## src/design/ifls_pkg.sv

```systemverilog
`default_nettype none

package ifls_pkg;

  // Widths of the stored link words and of the byte arithmetic.
  localparam int LINK_W   = 9;
  localparam int INDEX_W  = 8;
  localparam int OFFSET_W = 32;
  localparam int SIZE_W   = 21;
  localparam int PROD_W   = INDEX_W + SIZE_W;

  // Link value that marks the end of the chain and an empty stack.
  localparam logic [LINK_W-1:0] EMPTY_MARK = 9'h1FF;

  // Configuration register indexes.
  localparam logic [1:0] CFG_ENTRY_COUNT = 2'd0;
  localparam logic [1:0] CFG_OBJECT_SIZE = 2'd1;
  localparam logic [1:0] CFG_BASE_OFFSET = 2'd2;

  typedef enum logic [1:0] {
    ACT_PUSH_INDEX  = 2'd0,
    ACT_PUSH_OFFSET = 2'd1,
    ACT_POP         = 2'd2,
    ACT_INIT        = 2'd3
  } action_t;

  typedef enum logic [1:0] {
    ST_OK    = 2'd0,
    ST_EMPTY = 2'd1,
    ST_FULL  = 2'd2,
    ST_BAD   = 2'd3
  } status_t;

  typedef enum logic [3:0] {
    S_IDLE,
    S_PREP,
    S_DIV_WAIT,
    S_PUSH,
    S_POP,
    S_INIT,
    S_MUL,
    S_ADD,
    S_REPORT
  } state_t;

  // Commands from the controller to the datapath.
  typedef struct packed {
    logic    load;
    logic    div_start;
    logic    e_from_quot;
    logic    push_commit;
    logic    pop_commit;
    logic    init_write;
    logic    init_finish;
    logic    clear_result;
    status_t code;
    logic    take_offset;
  } dp_cmd_t;

  // Status from the datapath to the controller.
  typedef struct packed {
    action_t action;
    logic    empty;
    logic    off_bad;
    logic    div_done;
    logic    quot_bad;
    logic    e_bad;
    logic    full;
    logic    n_zero;
    logic    init_last;
  } dp_sts_t;

endpackage

`default_nettype wire

```

## src/design/ifls_div.sv

```systemverilog
`default_nettype none

module ifls_div (
  input  wire logic                          clk,
  input  wire logic                          rst,
  input  wire logic                          start,
  input  wire logic [ifls_pkg::OFFSET_W-1:0] dividend,
  input  wire logic [ifls_pkg::SIZE_W-1:0]   divisor,
  output logic                               done,
  output logic [ifls_pkg::OFFSET_W-1:0]      quotient,
  output logic [ifls_pkg::SIZE_W-1:0]        remainder
);
  import ifls_pkg::*;

  logic                 running;
  logic [4:0]           count;
  logic [SIZE_W:0]      trial;
  logic [SIZE_W:0]      diff;
  logic                 ge;

  // One restoring step: shift in the next dividend bit and try a subtract.
  assign trial = {remainder, quotient[OFFSET_W-1]};
  assign ge    = trial >= {1'b0, divisor};
  assign diff  = trial - {1'b0, divisor};

  // Quotient bits shift in where the dividend bits shift out.
  always_ff @(posedge clk) begin
    if (rst) begin
      running <= 1'b0;
      done    <= 1'b0;
      count   <= '0;
    end else begin
      done <= 1'b0;
      if (start) begin
        running   <= 1'b1;
        count     <= '0;
        remainder <= '0;
        quotient  <= dividend;
      end else if (running) begin
        remainder <= ge ? diff[SIZE_W-1:0] : trial[SIZE_W-1:0];
        quotient  <= {quotient[OFFSET_W-2:0], ge};
        count     <= count + 5'd1;
        if (count == 5'd31) begin
          running <= 1'b0;
          done    <= 1'b1;
        end
      end
    end
  end

endmodule

`default_nettype wire

```

## src/design/ifls_dp.sv

```systemverilog
`default_nettype none

module ifls_dp #(
  parameter int MAX_ENTRIES = 256
) (
  input  wire logic                          clk,
  input  wire logic                          rst,
  input  wire ifls_pkg::dp_cmd_t             cmd,
  output ifls_pkg::dp_sts_t                  sts,
  input  wire logic                          cfg_we,
  input  wire logic [1:0]                    cfg_index,
  input  wire logic [ifls_pkg::OFFSET_W-1:0] cfg_data,
  input  wire logic [1:0]                    action,
  input  wire logic [ifls_pkg::INDEX_W-1:0]  req_index,
  input  wire logic [ifls_pkg::OFFSET_W-1:0] req_offset,
  output logic [ifls_pkg::INDEX_W-1:0]       result_index,
  output logic [ifls_pkg::OFFSET_W-1:0]      result_offset,
  output logic [ifls_pkg::LINK_W-1:0]        free_count,
  output logic [1:0]                         status
);
  import ifls_pkg::*;

  // Only 8-bit indices exist, so the table never needs more than 256 entries.
  localparam int IDX_LIMIT = (MAX_ENTRIES < 256) ? MAX_ENTRIES : 256;
  localparam int AW        = $clog2(IDX_LIMIT);

  logic [LINK_W-1:0]   entry_count;
  logic [SIZE_W-1:0]   obj_bytes;
  logic [OFFSET_W-1:0] base_offset;

  action_t             act_r;
  logic [OFFSET_W-1:0] offset_r;
  logic [INDEX_W-1:0]  e;
  logic [LINK_W-1:0]   top;
  logic [LINK_W-1:0]   free;
  logic [LINK_W-1:0]   cnt;
  logic [PROD_W-1:0]   prod;
  logic [LINK_W-1:0]   rd_data;
  logic [LINK_W-1:0]   eff_n;
  status_t             res_status;

  logic [LINK_W-1:0]   link_mem [IDX_LIMIT];
  logic                mem_we;
  logic [AW-1:0]       mem_wa;
  logic [LINK_W-1:0]   mem_wd;

  logic                div_done;
  logic [OFFSET_W-1:0] quot;
  logic [SIZE_W-1:0]   rem;

  // Configuration registers.
  always_ff @(posedge clk) begin
    if (rst) begin
      entry_count <= 9'd256;
      obj_bytes   <= 21'd64;
      base_offset <= '0;
    end else if (cfg_we) begin
      unique case (cfg_index)
        CFG_ENTRY_COUNT: entry_count <= cfg_data[LINK_W-1:0];
        CFG_OBJECT_SIZE: obj_bytes   <= cfg_data[SIZE_W-1:0];
        CFG_BASE_OFFSET: base_offset <= cfg_data;
        default: ;
      endcase
    end
  end

  // The count of chained entries is limited by the table depth.
  assign eff_n = (entry_count > LINK_W'(IDX_LIMIT)) ? LINK_W'(IDX_LIMIT) : entry_count;

  // The offset divider turns an offset into an index.
  ifls_div u_div (
    .clk       (clk),
    .rst       (rst),
    .start     (cmd.div_start),
    .dividend  (offset_r - base_offset),
    .divisor   (obj_bytes),
    .done      (div_done),
    .quotient  (quot),
    .remainder (rem)
  );

  // Status toward the controller.
  always_comb begin
    sts.action    = act_r;
    sts.empty     = (free == '0) || (top >= LINK_W'(IDX_LIMIT));
    sts.off_bad   = (offset_r < base_offset) || (obj_bytes == '0);
    sts.div_done  = div_done;
    sts.quot_bad  = (rem != '0) || (quot[OFFSET_W-1:LINK_W] != '0) ||
                    (quot[LINK_W-1:0] >= eff_n);
    sts.e_bad     = {1'b0, e} >= eff_n;
    sts.full      = free >= eff_n;
    sts.n_zero    = eff_n == '0;
    sts.init_last = cnt == (eff_n - 9'd1);
  end

  // Stack pointer, free count and init counter.
  always_ff @(posedge clk) begin
    if (rst) begin
      top  <= EMPTY_MARK;
      free <= '0;
      cnt  <= '0;
    end else begin
      if (cmd.load) begin
        cnt <= '0;
      end else if (cmd.init_write) begin
        cnt <= cnt + 9'd1;
      end
      if (cmd.init_finish) begin
        top  <= sts.n_zero ? EMPTY_MARK : '0;
        free <= eff_n;
      end else if (cmd.push_commit) begin
        top  <= {1'b0, e};
        free <= free + 9'd1;
      end else if (cmd.pop_commit) begin
        top  <= rd_data;
        free <= free - 9'd1;
      end
    end
  end

  // Captured item fields and the entry being worked on.
  always_ff @(posedge clk) begin
    if (cmd.load) begin
      act_r    <= action_t'(action);
      offset_r <= req_offset;
      e        <= req_index;
    end else if (cmd.e_from_quot) begin
      e <= quot[INDEX_W-1:0];
    end else if (cmd.pop_commit) begin
      e <= top[INDEX_W-1:0];
    end
  end

  // Write port of the link table.
  always_comb begin
    mem_we = 1'b0;
    mem_wa = cnt[AW-1:0];
    mem_wd = sts.init_last ? EMPTY_MARK : cnt + 9'd1;
    if (cmd.init_write) begin
      mem_we = 1'b1;
    end else if (cmd.push_commit) begin
      mem_we = 1'b1;
      mem_wa = e[AW-1:0];
      mem_wd = top;
    end else if (cmd.pop_commit) begin
      mem_we = 1'b1;
      mem_wa = top[AW-1:0];
      mem_wd = EMPTY_MARK;
    end
  end

  // Link table; the link of the top entry is read every cycle.
  always_ff @(posedge clk) begin
    if (mem_we) begin
      link_mem[mem_wa] <= mem_wd;
    end
    rd_data <= link_mem[top[AW-1:0]];
  end

  // Offset of the current entry: multiply, then add the base in the next cycle.
  always_ff @(posedge clk) begin
    prod <= PROD_W'(e) * PROD_W'(obj_bytes);
  end

  // Result registers.
  always_ff @(posedge clk) begin
    if (cmd.clear_result) begin
      result_index  <= '0;
      result_offset <= '0;
      res_status    <= cmd.code;
    end else if (cmd.take_offset) begin
      result_index  <= e;
      result_offset <= base_offset + OFFSET_W'(prod);
      res_status    <= ST_OK;
    end
  end

  assign status     = res_status;
  assign free_count = free;

  // The free count can never exceed the table depth.
  a_free_bound: assert property (@(posedge clk) disable iff (rst)
    free <= LINK_W'(IDX_LIMIT))
    else $error("free count above table depth");

  // A pop only commits on a non-empty stack.
  a_pop_ok: assert property (@(posedge clk) disable iff (rst)
    cmd.pop_commit |-> !sts.empty)
    else $error("pop committed on empty stack");

  // A push only commits for a valid index on a stack that is not full.
  a_push_ok: assert property (@(posedge clk) disable iff (rst)
    cmd.push_commit |-> !sts.e_bad && !sts.full)
    else $error("push committed while bad or full");

  // A pushed entry becomes the new top.
  a_push_top: assert property (@(posedge clk) disable iff (rst)
    cmd.push_commit |=> top == {1'b0, $past(e)})
    else $error("pushed entry not on top");

endmodule

`default_nettype wire

```

## src/design/ifls_ctrl.sv

```systemverilog
`default_nettype none

module ifls_ctrl (
  input  wire logic              clk,
  input  wire logic              rst,
  input  wire logic              start,
  output logic                   busy,
  output logic                   done,
  output ifls_pkg::dp_cmd_t      cmd,
  input  wire ifls_pkg::dp_sts_t sts
);
  import ifls_pkg::*;

  state_t state;
  state_t state_next;

  // State register.
  always_ff @(posedge clk) begin
    if (rst) begin
      state <= S_IDLE;
    end else begin
      state <= state_next;
    end
  end

  // Next state and datapath commands.
  always_comb begin
    state_next = state;
    cmd        = '0;
    cmd.code   = ST_OK;
    busy       = state != S_IDLE;
    done       = state == S_REPORT;
    unique case (state)
      S_IDLE: begin
        if (start) begin
          cmd.load   = 1'b1;
          state_next = S_PREP;
        end
      end
      S_PREP: begin
        unique case (sts.action)
          ACT_PUSH_INDEX: begin
            state_next = S_PUSH;
          end
          ACT_PUSH_OFFSET: begin
            if (sts.off_bad) begin
              cmd.clear_result = 1'b1;
              cmd.code         = ST_BAD;
              state_next       = S_REPORT;
            end else begin
              cmd.div_start = 1'b1;
              state_next    = S_DIV_WAIT;
            end
          end
          ACT_POP: begin
            if (sts.empty) begin
              cmd.clear_result = 1'b1;
              cmd.code         = ST_EMPTY;
              state_next       = S_REPORT;
            end else begin
              state_next = S_POP;
            end
          end
          ACT_INIT: begin
            if (sts.n_zero) begin
              cmd.init_finish  = 1'b1;
              cmd.clear_result = 1'b1;
              state_next       = S_REPORT;
            end else begin
              state_next = S_INIT;
            end
          end
          default: state_next = S_IDLE;
        endcase
      end
      S_DIV_WAIT: begin
        if (sts.div_done) begin
          if (sts.quot_bad) begin
            cmd.clear_result = 1'b1;
            cmd.code         = ST_BAD;
            state_next       = S_REPORT;
          end else begin
            cmd.e_from_quot = 1'b1;
            state_next      = S_PUSH;
          end
        end
      end
      S_PUSH: begin
        priority if (sts.e_bad) begin
          cmd.clear_result = 1'b1;
          cmd.code         = ST_BAD;
          state_next       = S_REPORT;
        end else if (sts.full) begin
          cmd.clear_result = 1'b1;
          cmd.code         = ST_FULL;
          state_next       = S_REPORT;
        end else begin
          cmd.push_commit = 1'b1;
          state_next      = S_MUL;
        end
      end
      S_POP: begin
        cmd.pop_commit = 1'b1;
        state_next     = S_MUL;
      end
      S_INIT: begin
        cmd.init_write = 1'b1;
        if (sts.init_last) begin
          cmd.init_finish  = 1'b1;
          cmd.clear_result = 1'b1;
          state_next       = S_REPORT;
        end
      end
      S_MUL: begin
        state_next = S_ADD;
      end
      S_ADD: begin
        cmd.take_offset = 1'b1;
        state_next      = S_REPORT;
      end
      S_REPORT: begin
        state_next = S_IDLE;
      end
      default: state_next = S_IDLE;
    endcase
  end

  // The result strobe is a single-cycle pulse followed by an idle block.
  a_done_pulse: assert property (@(posedge clk) disable iff (rst)
    done |=> !done && !busy)
    else $error("result strobe longer than one cycle");

  // An accepted item makes the block busy on the next cycle.
  a_accept_busy: assert property (@(posedge clk) disable iff (rst)
    start && !busy |=> busy)
    else $error("accepted item did not start work");

endmodule

`default_nettype wire

```

## src/design/index_free_list_stack.sv

```systemverilog
`default_nettype none

// Free-entry allocator kept as a linked stack of entry indices. An item is
// taken when start is high and busy is low; its single result appears for
// exactly one cycle with done high and must be captured then. A successful
// push by index or pop goes through the states PREP, PUSH or POP, MUL, ADD
// and REPORT, with one multiply stage and one add stage; a rejected item
// reports sooner. A push by offset first waits in DIV_WAIT for the
// one-bit-per-cycle divider. Initialize writes one link per cycle for each
// of the n entries, n being entry_count limited to the table depth.
// Configuration writes are always taken (cfg_ready is tied high) and must
// only be issued while the block is idle.
module index_free_list_stack #(
  parameter int MAX_ENTRIES = 256
) (
  input  wire logic        clk,
  input  wire logic        rst,
  input  wire logic        start,
  output logic             busy,
  input  wire logic [1:0]  action,
  input  wire logic [7:0]  req_index,
  input  wire logic [31:0] req_offset,
  output logic             done,
  output logic [7:0]       result_index,
  output logic [31:0]      result_offset,
  output logic [8:0]       free_count,
  output logic [1:0]       status,
  input  wire logic        cfg_valid,
  output logic             cfg_ready,
  input  wire logic [1:0]  cfg_index,
  input  wire logic [31:0] cfg_data
);
  import ifls_pkg::*;

  dp_cmd_t cmd;
  dp_sts_t sts;

  assign cfg_ready = 1'b1;

  // Sequencer for each action.
  ifls_ctrl u_ctrl (
    .clk   (clk),
    .rst   (rst),
    .start (start),
    .busy  (busy),
    .done  (done),
    .cmd   (cmd),
    .sts   (sts)
  );

  // Link table, stack registers, offset arithmetic and result registers.
  ifls_dp #(
    .MAX_ENTRIES (MAX_ENTRIES)
  ) u_dp (
    .clk           (clk),
    .rst           (rst),
    .cmd           (cmd),
    .sts           (sts),
    .cfg_we        (cfg_valid && cfg_ready),
    .cfg_index     (cfg_index),
    .cfg_data      (cfg_data),
    .action        (action),
    .req_index     (req_index),
    .req_offset    (req_offset),
    .result_index  (result_index),
    .result_offset (result_offset),
    .free_count    (free_count),
    .status        (status)
  );

endmodule

`default_nettype wire

```

## config.mk

```make
export PLATFORM = sky130hd
export DESIGN_NAME = index_free_list_stack
export DESIGN_NICKNAME = d
export VERILOG_FILES = /design/src/design/ifls_pkg.sv /design/src/design/ifls_div.sv /design/src/design/ifls_dp.sv /design/src/design/ifls_ctrl.sv /design/src/design/index_free_list_stack.sv
export SDC_FILE = /design/constraint.sdc
export NUM_CORES = 2
export LEC_CHECK = 0
export ABC_AREA = 1
export BUFFER_PORTS_ARGS = -buffer_cell sky130_fd_sc_hd__buf_4
export CORE_MARGIN = 4
export CORE_UTILIZATION = 39
export CTS_BUF_LIST = sky130_fd_sc_hd__clkbuf_4
export DETAILED_ROUTE_END_ITERATION = 7
export PLACE_DENSITY = 0.56
export SLEW_MARGIN = 20
export SYNTH_ARGS = -nofsm -noshare
export SYNTH_HDL_FRONTEND = slang
export SYNTH_HIERARCHICAL = 1
export SYNTH_SLANG_ARGS = --single-unit
```

## constraint.sdc

```tcl
create_clock -name clk -period 6.7 [get_ports clk]
set_input_delay 1.34 -clock clk [delete_from_list [all_inputs] [get_ports clk]]
set_output_delay 1.34 -clock clk [all_outputs]
set_load 0.005 [all_outputs]
```

==> impl_results.md <==
- Status: completed
- Dpl ws: 902 ps
- Max VDD drop: 0.000274 V
- Post-synthesis cell type count: 66
- Setup TNS: 0 ps
- Final Max Slew Viols: 0
- Least-Margin Pin Slew: 1150 ps
- Pwr dens: 359 nW/um2
- DP Area: 122000 um2
- WHS: 172 ps
- Clock Path Buffers: 4
- Syn. warnings: 6
- DRT Pass-1 Iters: 6
- Syn-to-layout area delta: 12.5%
- WP buf/inv: 4
- Slew Limit Headroom: 23.3%
- WL per Instance: 22.7 um
- WL final: 362 mm
- F_max: 169 MHz
- Worst setup margin: 797 ps
- Arr. time, crit path: 6950 ps
- Vias in the first global route: 84500
- Total gr overflow: 0
- DRC: 0
- Worst-Skew Late Latency: 1590 ps
- Post-synth top flop: edfxtp_1
- Num ports: 134
- Initial core utilization: 39.1%
- Die span in x: 553 um
- Initial antenna violation count: 18
- Worst-path fanout max: 16
- Layout fillers: 28200
- First-pass GRT wire length: 534 mm
- H-Tree Depth: 6
- Post-DR vias/cell: 5.38
- Synth Register Bits: 2579
- Die area: 306000 um2
- CP top delay family: simple AND/OR/NAND/NOR gates
- Syn Area/Cell: 10.5 um2
- Post-CTS Hold Buffers: 42
- Pin count of the biggest net entering global routing: 226
- Crit. End Element: flip-flop
- Crit Path Category: reg -> reg
- Post-Syn Area: 116000 um2
- Fin util: 44.0%
- GRT Total Usage: 22.9%
- Post-synth EDFFs: 2401
- Max-cap violations: 0
- PostCTS Resize Cnt: 0
- Period utilization: 88.1%
- Final GP Congestion: 0.971
- ANT nets after route: 0
- Fraction of registers with async set/reset: 0%
- Die height: 553 um
- Sequential area share after synthesis: 65.2%
- Core box area: 297000 um2
- Crit-path max cell delay: 840 ps
- Clk slew on worst S/H paths: 60 ps
- WP data required: 7750 ps
- Vias: 85800
- Startpoint types: flip-flop
- Share of the synthesized area in the top cell type: 62.1%
- Cts bufs inserted: 675
- Skew final: 166 ps
- Unrepaired setup endpoints after global routing: false
- I/O Buffers: 132
- Final #Nets: 11900
- Min cycle time layout: 5900 ps
- Share of cells above drive strength 1: 12.6%
- # rows: 200
- Lkg Pwr: 0.0508 uW
- Flip-flop and latch area: 75700 um2
- Post-CTS setup-driven buffer insertion count: 0
- Final Hold Viols: 0
- Cell accounting for the most synthesized area: edfxtp_1
- Detail Placement HPWL: 225 mm
- CTS Root Cell: clkbuf_4
- Syn Nets: 11400
- CTS tree: yes
- Multi-input gate area: 35400 um2
- Crit-path slowest cell: nor2_1
- Detailed Route Iter0 Violations: 9736
- Post-Synthesis Cells: 11100
- Setup-failing EPs final: 0
- Design area: 131000 um2
- Hold Path Class: in -> reg
- CTS sink count: 2579
- Critical path, cell by cell: inv_2 > nand2_1 > ha_1 > a21oi_1 > o211ai_1 > nand3_1 > nand2_1 > nand3_1 > nand2_1 > a21oi_1 > nor2_1 > nor2_1 > nand3_1 > inv_1 > inv_2 > nand2_1 > o21ai_0 > a22o_4 > nor2_2 > inv_2 > nor2_1 > nand2_2 > nor2_1
- Top cells by area, synth: edfxtp_1 62%, nand2_1 11%, nand3_1 10%
cells in the final DEF (no fill, tap or decap), types with 5 or more instances in the layout:
| cell | synthesis | layout |
|---|---|---|
| inv_1 | 606 | 590 |
| xnor2_1 | 15 | 15 |
| a21oi_1 | 231 | 230 |
| edfxtp_1 | 2401 | 2401 |
| clkinv_4 | 0 | 12 |
| o21bai_1 | 13 | 13 |
| inv_8 | 0 | 16 |
| nor2_4 | 7 | 8 |
| nand4_1 | 22 | 22 |
| nor2_2 | 25 | 27 |
| xor2_1 | 71 | 71 |
| o21ai_1 | 22 | 22 |
| bufinv_16 | 0 | 11 |
| ha_1 | 172 | 172 |
| clkinv_1 | 5 | 141 |
| o211ai_1 | 19 | 19 |
| a21o_1 | 13 | 13 |
| diode_2 | 0 | 19 |
| inv_6 | 1 | 14 |
| nor2_1 | 524 | 521 |
| dfxtp_1 | 178 | 172 |
| nand3_2 | 1 | 7 |
| clkinv_2 | 0 | 27 |
| clkbuf_4 | 0 | 962 |
| nand2_1 | 3258 | 3249 |
| inv_2 | 19 | 24 |
| nand2_2 | 10 | 19 |
| nor4_1 | 22 | 22 |
| a31oi_1 | 11 | 11 |
| dlygate4sd3_1 | 0 | 42 |
| nand3b_1 | 13 | 13 |
| nor3_1 | 28 | 28 |
| buf_4 | 5 | 314 |
| o21ai_0 | 177 | 177 |
| dfxtp_4 | 0 | 5 |
| fa_1 | 118 | 118 |
| nand3_1 | 2396 | 2390 |
| clkinvlp_4 | 0 | 12 |
| buf_12 | 1 | 34 |
per-layer routing:
metal / GRT usage, % / vias up / part of all wire [%]
met5: 0 / - / 0.0022
met4: 9.26 / 2 / 3.9
met3: 4.39 / 694 / 8.4
met2: 36.2 / 4011 / 46
met1: 31.2 / 41700 / 42
li1: - / 39400 / -
stage by stage:
| stage | power, uW | cells |
|---|---|---|
| after floorplan | 28000 | 11100 |
| after global placement | 33500 | 14700 |
| after detailed placement | 33500 | 14700 |
| after CTS | 47300 | 15900 |
| after global routing | 49400 | 15900 |
| final | 46900 | 16000 |
flip-flops by register name (all words and copies together), names as in the netlist:
name                  cells
u_dp/link_mem          2304
u_dp/base_offset         32
u_dp/offset_r            32
u_dp/result_offset       32
u_dp/u_div/quotient      32
u_dp/prod                29
u_dp/obj_bytes           21
u_dp/u_div/remainder     21
u_dp/cnt                  9
u_dp/entry_count          9
u_dp/free_count           9
u_dp/rd_data              9
u_dp/top                  9
u_dp/e                    8
u_dp/result_index         8
u_dp/u_div/count          5
u_ctrl/state              4
u_dp/act_r                2
u_dp/status               2
u_dp/u_div/done           1
u_dp/u_div/running        1
worst register-to-register path, stage by stage (launching register included):
cell      delay, ps
dfxtp_1         370
inv_2           240
nand2_1         190
ha_1            340
a21oi_1         180
o211ai_1        140
nand3_1          90
nand2_1          60
nand3_1          60
nand2_1          50
a21oi_1         160
nor2_1           90
nor2_1          100
nand3_1         110
inv_1           420
inv_2           270
nand2_1         280
o21ai_0         140
a22o_4          290
nor2_2          180
inv_2            70
nor2_1          190
nand2_2         620
nor2_1          860
cell usage after synthesis, drive strengths merged, types with 3 or more instances:
cell,number
a211oi,3
a21boi,3
a21o,13
a21oi,232
a31oi,11
and2,6
buf,272
clkbuf,364
clkinv,5
dfxtp,178
edfxtp,2401
fa,118
ha,172
inv,627
nand2,3271
nand3,2397
nand3b,13
nand4,23
nor2,557
nor3,29
nor4,22
o2111ai,3
o211ai,19
o21a,4
o21ai,201
o21bai,13
o22ai,6
or2,4
xnor2,15
xor2,71
worst paths after layout:
path / startpoint / to / slack, ps / cells after the start
setup / recovery: u_dp/entry_count[8] / u_dp/link_mem[125][7] / 800 / 23
hold / removal: cfg_data[22] / u_dp/base_offset[22] / 170 / 3
setup reg to reg: u_dp/entry_count[8] / u_dp/link_mem[125][7] / 800 / 23
hold reg to reg: u_dp/result_index[7] / u_dp/result_index[7] / 480 / 2
cell type report:
class	instances	share of cell area, %
flip-flops and latches	2579	58.0
multi-input cells	7222	27.1
clock buffers	962	5.53
well taps	3939	3.77
repair buffers	390	2.65
inverters	632	1.90
clock inverters	218	1.04
diodes	19	0.0364
where the power goes:
part           total, uW  switching, uW  internal [uW]
logic              13900          10300           3510
registers          19400            415          19000
clock network      13700           6600           7070
total              46900          17400          29600
cells by family after synthesis:
kind of cell | after synthesis | share of synthesized area [%]
xor+xnor | 87 | 0.669
other cells | 1 | 0.00323
simple gates | 6326 | 23.4
fa+ha+maj | 290 | 3.89
buf+inv | 1268 | 4.33
flops | 2579 | 65.2
compound gates | 518 | 2.46
(Power assumes the default switching activity.)
